[config.mk]
export PLATFORM = sky130hd
export DESIGN_NAME = circular_queue_with_search
export DESIGN_NICKNAME = d
export VERILOG_FILES = /design/src/sv/cqs_pkg.sv /design/src/sv/cqs_cell.sv /design/src/sv/cqs_ctrl.sv /design/src/sv/circular_queue_with_search.sv
export VERILOG_INCLUDE_DIRS = /design/src /design/src/sv
export SDC_FILE = /design/constraint.sdc
export NUM_CORES = 1
export LEC_CHECK = 0
export ABC_AREA = 1
export ABC_CLOCK_PERIOD_IN_PS = 6680
export BUFFER_PORTS_ARGS = -buffer_cell sky130_fd_sc_hd__buf_2
export CORE_UTILIZATION = 57
export CTS_BUF_LIST = sky130_fd_sc_hd__clkbuf_16
export CTS_CLUSTER_DIAMETER = 40
export DETAILED_ROUTE_END_ITERATION = 10
export PLACE_DENSITY = 0.75
export SKIP_LAST_GASP = 1
export SLEW_MARGIN = 20
export SYNTH_ARGS = -nofsm -noshare
export SYNTH_HDL_FRONTEND = slang
export SYNTH_HIERARCHICAL = 1
export SYNTH_SLANG_ARGS = --single-unit
[constraint.sdc]
create_clock -name clk -period 6.68 [get_ports clk]
set_input_delay 0.668 -clock clk [delete_from_list [all_inputs] [get_ports clk]]
set_output_delay 0.668 -clock clk [all_outputs]
set_load 0.05 [all_outputs]
[src/sv/assert_macros.svh]
// Assertion macros shared by the circular queue RTL.
// Used by files that carry concurrent checks; depends on nothing else.
`ifndef ASSERT_MACROS_SVH
`define ASSERT_MACROS_SVH

// Implication or plain property, checked at every rising clock edge outside reset.
`define ASSERT_PROP(lbl, clk, rst, prop) \
  lbl: assert property (@(posedge clk) disable iff (rst) (prop)) \
    else $error("circular queue check failed");

// Condition that must never hold at a rising clock edge outside reset.
`define ASSERT_NEVER(lbl, clk, rst, cond) \
  lbl: assert property (@(posedge clk) disable iff (rst) !(cond)) \
    else $error("circular queue forbidden condition seen");

`endif

[src/sv/cqs_pkg.sv]
// Package of the circular queue with search: item types, codes and fixed widths.
// Used by the controller, the storage cells and the top level; depends on nothing.
package cqs_pkg;

  localparam int DATA_W    = 32;
  localparam int CAP_W     = 5;
  localparam int POS_W     = 5;
  localparam logic [CAP_W-1:0] CAP_RESET = 5'd16;

  typedef enum logic [1:0] {
    OP_ENQ  = 2'd0,
    OP_DEQ  = 2'd1,
    OP_SRCH = 2'd2
  } opcode_t;

  typedef enum logic [1:0] {
    ST_OK       = 2'd0,
    ST_FULL     = 2'd1,
    ST_EMPTY    = 2'd2,
    ST_NOTFOUND = 2'd3
  } status_t;

  typedef enum logic {
    S_IDLE,
    S_SEARCH
  } state_t;

  // One input item.
  typedef struct packed {
    logic [1:0]               opcode;
    logic signed [DATA_W-1:0] value;
  } cqs_cmd_t;

  // One result item.
  typedef struct packed {
    logic [1:0]               status;
    logic signed [DATA_W-1:0] out_value;
    logic [POS_W-1:0]         position;
  } cqs_result_t;

  // Control broadcast from the controller to every cell of the chain.
  typedef struct packed {
    logic                     shift;
    logic                     load;
    logic signed [DATA_W-1:0] load_data;
  } cqs_chain_t;

endpackage

[src/sv/cqs_cell.sv]
// One storage cell of the queue chain: holds the entry at a fixed distance from the oldest.
// Depends on cqs_pkg for the chain control struct.
module cqs_cell import cqs_pkg::*; #(
  parameter int IW     = 4,
  parameter int MY_IDX = 0
) (
  input  logic                     clk,
  input  cqs_chain_t               chain,
  input  logic [IW-1:0]            load_idx,
  input  logic signed [DATA_W-1:0] nbr_data,
  output logic signed [DATA_W-1:0] data
);

  localparam logic [IW-1:0] MY = IW'(MY_IDX);

  // A directed load wins over the shift toward the head of the chain.
  always_ff @(posedge clk) begin
    if (chain.load && (load_idx == MY)) begin
      data <= chain.load_data;
    end else if (chain.shift) begin
      data <= nbr_data;
    end
  end

endmodule

[src/sv/cqs_ctrl.sv]
// Controller of the circular queue: fill count, capacity register, search sequencer, results.
// Depends on cqs_pkg and assert_macros.svh; drives the cell chain of the top level.
`include "assert_macros.svh"

module cqs_ctrl import cqs_pkg::*; #(
  parameter int DEPTH = 16,
  localparam int IW = (DEPTH > 1) ? $clog2(DEPTH) : 1,
  localparam int CW = $clog2(DEPTH + 1)
) (
  input  logic                     clk,
  input  logic                     rst,
  input  logic                     start,
  input  cqs_cmd_t                 cmd,
  output logic                     busy,
  input  logic                     cfg_valid,
  output logic                     cfg_ready,
  input  logic [CAP_W-1:0]         cfg_data,
  output logic                     done,
  output cqs_result_t              result,
  input  logic signed [DATA_W-1:0] head_data,
  output cqs_chain_t               chain,
  output logic [IW-1:0]            load_idx
);

  localparam int EW = (CW > POS_W) ? CW : POS_W;

  state_t                   state, state_next;
  logic [CW-1:0]            count, count_next;
  logic [CAP_W-1:0]         cap;
  logic [CW-1:0]            cap_eff;
  logic [CW-1:0]            step;
  logic [CW-1:0]            cnt_m1;
  logic signed [DATA_W-1:0] key;
  logic                     found;
  logic [POS_W-1:0]         pos;
  logic [POS_W-1:0]         pos_here;
  logic [EW-1:0]            cap_ext;
  logic [EW-1:0]            pos_ext;
  logic                     done_next;
  cqs_result_t              result_next;
  logic                     accept;
  logic                     cfg_wr;
  logic                     match;
  logic                     last;

  assign busy      = (state == S_SEARCH);
  assign cfg_ready = !busy;
  assign accept    = start && !busy;
  assign cfg_wr    = cfg_valid && cfg_ready;

  // Capacity in use: zero acts as one, anything above the chain length acts as the length.
  assign cap_ext = EW'(cap);
  always_comb begin
    if (cap == '0) begin
      cap_eff = CW'(1);
    end else if (cap_ext > EW'(DEPTH)) begin
      cap_eff = CW'(DEPTH);
    end else begin
      cap_eff = cap_ext[CW-1:0];
    end
  end

  // Search bookkeeping: the head cell is compared once per rotation step.
  assign cnt_m1   = count - CW'(1);
  assign match    = (head_data == key);
  assign last     = (step == cnt_m1);
  assign pos_ext  = EW'(step) + EW'(1);
  assign pos_here = pos_ext[POS_W-1:0];

  // Next state.
  always_comb begin
    state_next = state;
    unique case (state)
      S_IDLE: begin
        if (accept && (cmd.opcode == OP_SRCH) && (count != '0)) begin
          state_next = S_SEARCH;
        end
      end
      S_SEARCH: begin
        if (last) begin
          state_next = S_IDLE;
        end
      end
      default: state_next = S_IDLE;
    endcase
  end

  // Chain control, fill count and result for the current cycle.
  always_comb begin
    chain       = '0;
    load_idx    = '0;
    count_next  = count;
    done_next   = 1'b0;
    result_next = '0;
    unique case (state)
      S_IDLE: begin
        if (accept) begin
          unique case (cmd.opcode)
            OP_ENQ: begin
              done_next = 1'b1;
              if (count == cap_eff) begin
                result_next.status = ST_FULL;
              end else begin
                chain.load      = 1'b1;
                chain.load_data = cmd.value;
                load_idx        = count[IW-1:0];
                count_next      = count + CW'(1);
              end
            end
            OP_DEQ: begin
              done_next = 1'b1;
              if (count == '0) begin
                result_next.status = ST_EMPTY;
              end else begin
                chain.shift           = 1'b1;
                result_next.out_value = head_data;
                count_next            = cnt_m1;
              end
            end
            OP_SRCH: begin
              if (count == '0) begin
                done_next          = 1'b1;
                result_next.status = ST_EMPTY;
              end
            end
            default: begin
              done_next = 1'b1;
            end
          endcase
        end
      end
      S_SEARCH: begin
        // Rotate the occupied part of the chain by one; the head goes to the newest place.
        chain.shift     = 1'b1;
        chain.load      = 1'b1;
        chain.load_data = head_data;
        load_idx        = cnt_m1[IW-1:0];
        if (last) begin
          done_next = 1'b1;
          if (found) begin
            result_next.position = pos;
          end else if (match) begin
            result_next.position = pos_here;
          end else begin
            result_next.status = ST_NOTFOUND;
          end
        end
      end
      default: begin
        chain = '0;
      end
    endcase
  end

  // Control registers.
  always_ff @(posedge clk) begin
    if (rst) begin
      state <= S_IDLE;
      count <= '0;
      cap   <= CAP_RESET;
      done  <= 1'b0;
      found <= 1'b0;
    end else begin
      state <= state_next;
      count <= count_next;
      done  <= done_next;
      if (accept) begin
        found <= 1'b0;
      end else if (busy && match) begin
        found <= 1'b1;
      end
      // A capacity write empties the queue.
      if (cfg_wr) begin
        cap   <= cfg_data;
        count <= '0;
      end
    end
  end

  // Payload registers.
  always_ff @(posedge clk) begin
    result <= result_next;
    if (accept) begin
      key  <= cmd.value;
      step <= '0;
    end else if (busy) begin
      step <= step + CW'(1);
      if (match && !found) begin
        pos <= pos_here;
      end
    end
  end

  `ASSERT_NEVER(a_count_in_cap, clk, rst, count > cap_eff)
  `ASSERT_PROP(a_done_has_cause, clk, rst, done |-> ($past(start && !busy) || $past(busy)))
  `ASSERT_NEVER(a_search_nonempty, clk, rst, busy && (count == '0))
  `ASSERT_PROP(a_search_ends, clk, rst, (busy && last) |=> (!busy && done))

endmodule

[src/sv/circular_queue_with_search.sv]
// Circular queue of signed 32-bit words with search, built as a chain of storage cells.
// Command channel: an item (opcode, value) is taken at a rising edge with start high and
// busy low. Opcodes: enqueue, dequeue, search; the unused code answers ok and changes nothing.
// Result channel: every item gives one result (status, out_value, position), shown for one
// cycle with done high. The receiver cannot stall, so a result is never held back.
// Enqueue, dequeue and the unused code answer in the cycle after they are taken, and a new item
// can be taken in every cycle while busy is low. A search on an empty queue answers the same way.
// Any other search rotates the occupied cells once through the head cell, one step a cycle,
// holding busy high until the last step, and answers in the cycle after that step; it covers
// every entry held (1 to DEPTH). The rotation restores the original order.
// Configuration: cfg_data writes the capacity at an edge with cfg_valid and cfg_ready high;
// cfg_ready is low during a search. A write empties the queue. Capacity zero acts as one,
// values above DEPTH act as DEPTH.
// Reset (rst, synchronous) empties the queue and sets the capacity to 16. Cell contents are
// not cleared; only occupied cells are ever read.
module circular_queue_with_search import cqs_pkg::*; #(
  parameter int DEPTH = 16
) (
  input  logic             clk,
  input  logic             rst,
  input  logic             start,
  input  cqs_cmd_t         cmd,
  output logic             busy,
  input  logic             cfg_valid,
  output logic             cfg_ready,
  input  logic [CAP_W-1:0] cfg_data,
  output logic             done,
  output cqs_result_t      result
);

  localparam int IW = (DEPTH > 1) ? $clog2(DEPTH) : 1;

  cqs_chain_t               chain;
  logic [IW-1:0]            load_idx;
  logic signed [DATA_W-1:0] data_q [DEPTH];

  // Sequencer, fill count and capacity register.
  cqs_ctrl #(
    .DEPTH (DEPTH)
  ) u_ctrl (
    .clk       (clk),
    .rst       (rst),
    .start     (start),
    .cmd       (cmd),
    .busy      (busy),
    .cfg_valid (cfg_valid),
    .cfg_ready (cfg_ready),
    .cfg_data  (cfg_data),
    .done      (done),
    .result    (result),
    .head_data (data_q[0]),
    .chain     (chain),
    .load_idx  (load_idx)
  );

  // Cell i holds the entry i places behind the oldest; shifts move data toward cell 0.
  for (genvar i = 0; i < DEPTH; i++) begin : g_cell
    if (i < DEPTH - 1) begin : g_mid
      cqs_cell #(
        .IW     (IW),
        .MY_IDX (i)
      ) u_cell (
        .clk      (clk),
        .chain    (chain),
        .load_idx (load_idx),
        .nbr_data (data_q[i+1]),
        .data     (data_q[i])
      );
    end else begin : g_end
      cqs_cell #(
        .IW     (IW),
        .MY_IDX (i)
      ) u_cell (
        .clk      (clk),
        .chain    (chain),
        .load_idx (load_idx),
        .nbr_data (data_q[i]),
        .data     (data_q[i])
      );
    end
  end

endmodule

# Yosys cells after proc, flatten, opt, wreduce, memory -nomap -nowiden
# Index checks and enable logic that the tools add are counted.
[totals]
reg_bits = 606
inputBits = 43
output_inout_bits = 42
[classes]
add_sub_neg = 3
magnitude_cmp = 1
eq_ne = 22
n_mux = 65
bitwise_logic = 3
reduce_logical = 52
[ops]
columns = ["operator", "n"]
rows = [
  ["2-to-1 mux 32 bit", 32],
  ["2-to-1 mux 34 bit", 2],
  ["one-hot mux 34 bit (2 select lines)", 1],
  ["2-to-1 mux 33 bit", 2],
  ["== test 32 bit", 1],
  ["== test 4 bit (second input constant)", 8],
  ["nonzero test 2 bit", 16],
  ["2-to-1 mux 5 bit", 6],
  ["logical AND 1 bit", 22],
  ["== test 4 x 3 -> 1 bit (second input constant)", 4],
  ["2-to-1 mux 4 bit", 3],
  ["adder 5 x 1 -> 5 bit (second input constant)", 2],
  ["== test 5 bit", 2],
  ["logical NOT 5 bit", 2],
  ["one-hot mux 5 bit (2 select lines)", 1],
  ["2-to-1 mux 1 bit", 9],
  ["== test 4 x 2 -> 1 bit (second input constant)", 2],
  ["2-to-1 mux 2 bit", 4],
  ["one-hot mux 2 bit (2 select lines)", 2],
  ["one-hot mux 4 bit (2 select lines)", 1],
  ["OR reduction 2 bit", 3],
  ["> comparator 5 bit (second input constant)", 1],
  ["AND reduction 5 bit", 1],
  ["nonzero test 5 bit", 1],
  ["other kinds (13)", 18],
]

# Logic depth before layout (Yosys ltp)
# Gate-level depths: netlist (run 1).
[logic_depth]
word_depth = 11
ltp_mapped = 16
ltp_nobuf = 14

# Hierarchy
# Netlist (run 1), hierarchy kept.
[modules_own_cells]
columns = ["module", "n_inst", "cells_per_inst", "area_each_um2", "seq_area_each_um2"]
rows = [
  ["cqs_cell (g_cell[1].g_mid.u_cell ...)", 4, 147, 1510.2, 960.9],
  ["cqs_cell (g_cell[10].g_mid.u_cell ...)", 4, 146, 1470.2, 960.9],
  ["cqs_ctrl", 1, 522, 4601.9, 2252.2],
  ["cqs_cell (g_cell[13].g_mid.u_cell ...)", 2, 180, 1855.5, 960.9],
  ["cqs_cell (g_cell[11].g_mid.u_cell ...)", 2, 144, 1473.9, 960.9],
  ["cqs_cell (g_cell[15].g_end.u_cell)", 1, 179, 1783.0, 960.9],
  ["cqs_cell (g_cell[0].g_mid.u_cell)", 1, 149, 1585.3, 960.9],
  ["cqs_cell (g_cell[12].g_mid.u_cell)", 1, 147, 1536.5, 960.9],
  ["cqs_cell (g_cell[3].g_mid.u_cell)", 1, 144, 1437.6, 960.9],
]

# Worst setup path after synthesis (run 1)
# OpenSTA, ideal clock, no wires.
[synth_timing]
path_kind = "input -> register"
startpoint = "input start"
endpoint = "register g_cell[13].g_mid.u_cell.data[0] (enable)"
setup_time_ps = 428
arrival_ps = 6126
required_ps = 6252
slack_ps = 126
cell_stages = 7
n_path_buf = 1
path_cell_list = "inv_1 > nor2_4 > nand3_4 > o21ai_0 > nand3_2 > buf_6 > o21bai_1"
[synth_between]
elab_chain_cells = 6
[synth_rtl]
columns = ["element", "line", "text"]
rows = [
  ["start: declaration", "circular_queue_with_search.sv:21", "input logic start,"],
  ["logical AND 1 bit", "cqs_ctrl.sv:48", "assign accept = start && !busy;"],
  ["via u_ctrl.accept", "cqs_ctrl.sv:41", "logic accept;"],
  ["2-to-1 mux 4 bit", "cqs_ctrl.sv:97", "if (accept) begin"],
  ["one-hot mux 4 bit (2 select lines)", "cqs_ctrl.sv:95", "unique case (state)"],
  ["via load_idx[3]", "circular_queue_with_search.sv:34", "logic [IW-1:0] load_idx;"],
  ["== test 4 bit", "cqs_cell.sv:18", "if (chain.load && (load_idx == MY)) begin"],
  ["logical AND 1 bit", "cqs_cell.sv:18", ""],
  ["nonzero test 2 bit (no line)", "n/a", ""],
  ["end signal: assignment", "cqs_cell.sv:19", "data <= chain.load_data;"],
  ["end signal: assignment", "cqs_cell.sv:21", "data <= nbr_data;"],
  ["end: declaration", "cqs_cell.sv:11", "output logic signed [DATA_W-1:0] data"],
]
# The timed path passes the listed nets, and every way through them passes these cells.
# A chain may end at the register's enable or synchronous reset.

# Final worst setup path (run 1)
[layout_timing]
startpoint = "register u_ctrl.count[2]"
endpoint = "register g_cell[8].g_mid.u_cell.data[13] (enable)"
[layout_between]
elab_chain_cells = 8
[layout_rtl]
columns = ["element", "line", "text"]
rows = [
  ["start: declaration", "cqs_ctrl.sv:28", "logic [CW-1:0] count, count_next;"],
  ["start signal: assignment", "cqs_ctrl.sv:165", "count <= count_next;"],
  ["== test 5 bit", "cqs_ctrl.sv:101", "if (count == cap_eff) begin"],
  ["2-to-1 mux 4 bit", "cqs_ctrl.sv:101", ""],
  ["2-to-1 mux 4 bit", "cqs_ctrl.sv:98", "unique case (cmd.opcode)"],
  ["2-to-1 mux 4 bit", "cqs_ctrl.sv:97", ""],
  ["one-hot mux 4 bit (2 select lines) *", "cqs_ctrl.sv:95", ""],
  ["via load_idx[3]", "circular_queue_with_search.sv:34", ""],
  ["== test 4 bit *", "cqs_cell.sv:18", ""],
  ["logical AND 1 bit *", "cqs_cell.sv:18", ""],
  ["nonzero test 2 bit (no line) *", "n/a", ""],
  ["end signal: assignment", "cqs_cell.sv:19", ""],
  ["end signal: assignment", "cqs_cell.sv:21", ""],
  ["end: declaration", "cqs_cell.sv:11", ""],
]
# Mark *: on every way through the listed nets, which the timed path passes. The rest lies on a longest branch.

==> reports/qor.yml, run 1 <==
outcome: "complete, no violations"
pwr_density_cell_mw_per_mm2: 287.1
syn-cell-area_mm2: 0.02952
crit_type: "reg2reg"
skew_ns: 0.02497
htreeDepth: 3
end_kind: "flip-flop"
synth_top_area_cell: "edfxtp_1"
synth.distinct_cells: 45
cts_root_buf: "clkbuf_16"
slowest_delay_ns: 0.74
cts_buffers: 89
regArea_mm2: 0.01763
max_freq_mhz: 225.3
totalWireLength_mm: 77.35
grt_pass1_vias: 20970
post_cts_buffers: 0
hold_violations: 0
synth_edf_count: 549
hold_end: "u_ctrl/key[16]"
max_cap_viol_count: 0
grt_overflow: 0
holdBufCountCts: 0
cts_max_path_buffers: 3
fp.dieW_um: 229.6
timing.slew.headroom_pct: 27.19
grt_usage_pct: 29.48
io_pins: 85
cp_data_arrival_time_ns: 4.72
reg2reg_slack_ns: 2.24
die_h_um: 229.6
grt_pass1_wl_mm: 119.1
num-fill-cells: 3841
start_util_pct: 57.67
reg2reg_to: "g_cell[8].g_mid.u_cell/data[13]"
yosysMostFrequentCell: "nand2_1"
crit_buf_inv: 2
avgRoutedWirePerCell_um: 20.51
worstHoldStart: "cmd[16]"
async_reset_ff_share_pct: 0
numPortBuffers: 84
drtPass1Iterations: 6
min_path_type: "in2reg"
peakVddDrop_mv: 0.1967
min_period_ns: 4.439
setup_tns_ns: 0
coreArea_mm2: 0.05120
cts_resized: 0
multi_input_area_mm2: 0.009648
drv_slew: 0
slowest_stage: "nand3_2"
areaGrowthSynthToFinish_pct: 11.58
crit_family: "simple AND/OR/NAND/NOR gates"
via_count: 21938
tightest_slew_ns: 1.092
worst_ep_required_time_ns: 6.96
min_path_cells: 1
antenna-diode-count: 0
antenna_found_initial: 0
cts_tree: "yes"
synth_area_leaders: "edfxtp_1, nand2_1, nand4_1"
dp_slack_ns: 2.039
reg2regPathDepth: 11
dieArea_mm2: 0.05271
via_per_inst: 5.816
worstReg2RegStart: "u_ctrl/count[2]"
rows: 83
cts.sinks: 606
synthesis.area_per_instance_um2: 9.971
yosys_register_bits: 606
grt_max_degree: 63
rsz0062_at_grt: "no"
drt_iter0_drc: 2619
timing.final.crit_share_pct: 66.45
whs_ns: 0.2199
hpwl_mm: 49.12
gp_congestion: 0.8887
worstPathCellList: "o21ai_0 -> nand2_1 -> nor2_2 -> nand2_2 -> nand3_4 -> o21ai_2 -> inv_1 -> nor2_4 -> nand3_2 -> nand2_1 -> buf_4"
drc: 0
syn-num-nets: 3012
clk-insertion-delay-late_ns: 0.64
setup_viol: 0
start_kind: "flip-flop"
ys_warn_count: 6
yosysSeqAreaShare_pct: 59.70
syn_inst: 2961
synth-main-ff-cell: "edfxtp_1"
synth_top_area_share_pct: 55.84
cp_max_fo: 33
synth_common_cells: "nand2_1, edfxtp_1, inv_1, nand3_1, nand4_1"
fin_nets: 3069
leakagePower_nw: 13.89
cp_common_cell: "nand2_1"
drive_above_1_share_pct: 16.04
cts.reportedPaths.clkPinSlew_ns: 0.06
antenna_left: 0
fin_ws_ns: 2.241
-- power breakdown --
group,total [mW],switching (mW),internal (mW)
logic,0.533,0.410,0.123
registers,4.31,0.0547,4.26
clock network,4.61,1.84,2.77
-- cell families after synthesis --
| kind of cell | synth area share (%) |
|---|---|
| simple gates | 26.19 |
| xor+xnor | 0.9408 |
| compound gates | 4.929 |
| flops | 59.70 |
| buf+inv | 7.895 |
| fa+ha+maj | 0.3390 |
-- worst max path at each step --
stage,start,endpoint,cells after the start
after global placement,cmd[32],g_cell[1].g_mid.u_cell/data[9],10
final,u_ctrl/count[2],g_cell[8].g_mid.u_cell/data[13],11
after global routing,u_ctrl/count[2],g_cell[8].g_mid.u_cell/data[14],11
after floorplan,start,g_cell[13].g_mid.u_cell/data[0],7
after detailed placement,cmd[32],g_cell[2].g_mid.u_cell/data[11],10
after CTS,u_ctrl/count[2],g_cell[12].g_mid.u_cell/data[11],11
-- layer usage --
layer	routed length [µm]	global-route usage, %
met4	4278	15.81
met3	7619	4.631
met5	0	0
met1	29140	38.20
met2	36310	47.76
-- worst register-to-register path, stage by stage, from the launching register on --
cell and delay [ns]:
dfxtp_1 0.57, o21ai_0 0.20, nand2_1 0.11, nor2_2 0.06
nand2_2 0.08, nand3_4 0.13, o21ai_2 0.70, inv_1 0.19
nor2_4 0.63, nand3_2 0.77, nand2_1 0.27, buf_4 0.40
-- state kept, by name, indices dropped and copies added (netlist names) --
register / count
u_ctrl/step: 5
g_cell.g_end.u_cell/data: 32
g_cell.g_mid.u_cell/data: 480
u_ctrl/result: 39
u_ctrl/done: 1
u_ctrl/count: 5
u_ctrl/key: 32
u_ctrl/busy: 1
u_ctrl/cap: 5
u_ctrl/pos: 5
u_ctrl/found: 1
-- layout make-up --
class | count | share of cell area, %
clock inverter | 73 | 2.096
clock buffer | 92 | 6.988
tap | 680 | 2.583
multi-input combinational | 1925 | 29.29
sequential | 606 | 53.51
timing repair buffer | 145 | 2.666
inverter | 251 | 2.875
-- layout by cell type (no fill, tap or decap), types with 10 or more instances in the layout --
cell,count
buf_4,61
nor2_2,11
o21bai_1,64
nor2_1,63
clkbuf_16,92
buf_2,84
xnor2_1,22
clkinvlp_4,10
nand3_1,204
nand2_2,32
edfxtp_1,549
nor2_4,19
inv_6,18
dfxtp_1,57
o22ai_2,28
nand2_1,1157
nand4_1,197
inv_2,18
nand3_2,29
o21bai_2,35
inv_1,239
clkinv_2,12
-- stage by stage --
step	power, mW	instance area [µm²]	util, %	std cells
floorplan	4.724	29520	-	2961
global placement	4.890	29920	58.43	3607
detailed placement	4.908	29940	58.47	3607
CTS	9.486	32930	64.32	3772
global route	9.700	32940	64.35	3772
finish	9.457	32940	64.35	3772
Note: power is estimated with default switching activity, not from simulation.
==> run 2, diff against run 1 <==
Settings changed: ABC_CLOCK_PERIOD_IN_PS 6680 to 4100, CORE_UTILIZATION 57 to 63, PLACE_DENSITY 0.75 to 0.78.
Clock period 6.68 ns to 4.1 ns, I/O delays scaled along.
==> run 2 against run 1 <==
  * Cell area rose by 0.54%
  * Largest power group unchanged
  * Global-route usage is 3.4 points higher
  * Largest cell class unchanged
  * Maximum frequency increased by 22%
  * Clock power is 56% higher
  * Register-to-register slack worse by 1.8 ns
  * Critical endpoint is now g_cell[1].g_mid.u_cell/data[19]
  * Utilization increased by 8.0 points
==> reports/qor.yml, run 2 (same netlist as run 1, synthesis figures left out) <==
die_h_um: 218.5  # -4.8%
drv_slew: 0  # unchanged
slowest_stage: "o21ai_4"
hold_violations: 0  # unchanged
avgRoutedWirePerCell_um: 20.74  # +1.2%
drc: 0  # unchanged
grt_usage_pct: 32.92  # +3.4 points
max_cap_viol_count: 0  # unchanged
rsz0062_at_grt: "no"
via_per_inst: 5.969  # +2.6%
fin_nets: 3114  # +1.5%
skew_ns: 0.01685  # -0.008119 ns
end_kind: "flip-flop"
power_frac_seq_pct: 46.4  # +0.8 points
cts_resized: 0  # unchanged
p_sw_mw: 3.593  # +56%
reg_top3: "g_cell.g_mid.u_cell/data (480), u_ctrl/result (39)"
final_common_cell: "nand2_1"
hpwl_mm: 45.15  # -8.1%
drt_iter0_drc: 2388  # -8.8%
global_route.usage.met1_pct: 40.05  # +1.8 points
grt_overflow: 0  # unchanged
areaGrowthSynthToFinish_pct: 12.18
stdcell_area_mm2: 0.03312  # +0.54%
whs_ns: 0.02392  # -0.1960 ns
cp_common_cell: "nand2_1"
max_freq_mhz: 275.4  # +22%
cts_tree: "yes"
fp.dieW_um: 218.5  # -4.8%
peakVddDrop_mv: 0.4107  # +110%
grt_pass1_wl_mm: 119.6  # +0.49%
start_util_pct: 64.50  # +6.8 points
timing.final.crit_share_pct: 88.58  # +22 points
worst_ep_required_time_ns: 4.37  # -2.59 ns
leakagePower_nw: 14.04  # +1.0%
layout_common_cells: "nand2_1, edfxtp_1, inv_1, nand3_1, nand4_1"
htreeDepth: 3  # unchanged
io_pins: 85  # unchanged
drtPass1Iterations: 6  # unchanged
fin_util_pct: 72.36  # +8.0 points
top_register: "g_cell.g_mid.u_cell/data"
cts.reportedPaths.clkPinSlew_ns: 0.06  # about the same
clkPwrFrac_pct: 47.6  # -1.1 points
cp_data_arrival_time_ns: 3.91  # -0.81 ns
antenna_found_initial: 0  # unchanged
cts_buffers: 81  # -9.0%
antenna_left: 0  # unchanged
comb_power_share_pct: 6.0  # +0.4 points
min_path_type: "in2reg"
cp_max_fo: 33  # unchanged
worstPathCellList: "inv_4 -> nand3_1 -> nand2_1 -> nand2_1 -> nor2_2 -> nand2_2 -> nand3_4 -> o21ai_4 -> inv_1 -> nor2_4 -> nand3_2 -> nand2_1 -> buf_4"
coreArea_mm2: 0.04577  # -11%
setup_viol: 0  # unchanged
crit_start: "u_ctrl/count[0]"
via_count: 22266  # +1.5%
gr-max-usage-layer: "met2"
num-fill-cells: 3064  # -20%
gp_congestion: 0.8742  # -1.6%
outcome: "complete, no violations"
tightest_slew_ns: 1.188  # +0.09578 ns
clk-insertion-delay-late_ns: 0.63  # about the same
start_kind: "flip-flop"
timing.slew.headroom_pct: 20.80  # -6.4 points
placed_cell_area_mm2: 0.03002  # +0.29%
min_period_ns: 3.632  # -0.8073 ns
worstHoldStart: "cmd[28]"
drive_above_1_share_pct: 15.70  # -0.34 points
pwr_density_cell_mw_per_mm2: 457.1  # +59%
cts_max_path_buffers: 3  # unchanged
setup_tns_ns: 0  # unchanged
totalWireLength_mm: 77.37  # about the same
swShare_pct: 23.73  # -0.67 points
cts.sinks: 606  # unchanged
use_met3_pct: 5.929  # +1.3 points
largest_register_ff_count: 480  # unchanged
dieArea_mm2: 0.04773  # -9.4%
grt_pass1_vias: 21716  # +3.6%
internal-power_mw: 11.55  # +62%
grt_max_degree: 97  # +54%
rows: 78  # -6.0%
cts_root_buf: "clkbuf_16"
slowest_delay_ns: 0.60  # -0.14 ns
numPortBuffers: 84  # unchanged
crit_type: "reg2reg"
met2_usage_pct: 55.41  # +7.6 points
worstReg2RegStart: "u_ctrl/count[0]"
[run 2: cell count changes in the layout (fill, tap and decap cells not counted), sizes merged]
cell,previous run,this run
buf,145,171
bufinv,5,10
clkbuf,92,83
clkinv,27,15
clkinvlp,10,8
diode,0,2
dlygate4sd3,0,27
inv,282,283
[run 2: critical path: cells and delay by family (launching register included)]
family	cells	cell delay, ns
buffers and inverters	3	0.70
AOI/OAI and AO/OA	1	0.60
and+or+nand+nor	9	1.47
DFF	1	0.48
[run 2: per-layer routing]
metal  vias up  wire [µm]
met4         0       4166
met3       264       6491
met2      1227      38440
met1     10599      28270
li1      10176          -
met5         -          0
[run 2: cell type report]
cell class | count | area (µm²) | share of cell area (%)
Sequential cell | 606 | 17630 | 53.22
Clock buffer | 83 | 2077 | 6.271
Timing Repair Buffer | 198 | 1344 | 4.057
Antenna cell | 2 | 5.005 | 0.01511
Tap cell | 600 | 750.7 | 2.267
Clock inverter | 65 | 695.7 | 2.100
Inverter | 251 | 947.2 | 2.860
Multi-Input combinational cell | 1925 | 9674 | 29.21
[run 2: metrics by stage]
stage	power [mW]	cells	setup WS (ns)
CTS	15.13	3723	0.3905
finish	15.14	3730	0.4684
floorplan	7.700	2961	0.1669
global route	15.51	3728	0.1654
detailed placement	7.987	3548	0.4556
global placement	7.955	3548	0.5890
[run 2: path summary, 6_finish.rpt]
kind	slack, ns	cells past startpoint	end
worst min register to register	0.50	2	g_cell[5].g_mid.u_cell/data[24]
worst max register to register	0.47	13	g_cell[1].g_mid.u_cell/data[19]
worst min-delay path	0.02	1	u_ctrl/key[28]
worst max-delay path	0.47	13	g_cell[1].g_mid.u_cell/data[19]
[run 2: repair_timing]
item | in CTS | in global routing
setup buffers | 0 | 5
endpoints found under the hold margin | 27 | 0
hold buffers | 27 | 0
endpoints found under the setup margin | 0 | 7
[run 2: power groups by stage]
stage          logic [mW]  clock network, mW  registers, mW
6_report            0.906               7.21           7.02
3_5_place_dp        0.845                  0           7.14
5_1_grt             0.968               7.52           7.03
3_3_place_gp        0.818                  0           7.14
2_1_floorplan       0.565                  0           7.13
4_1_cts             0.877               7.24           7.02
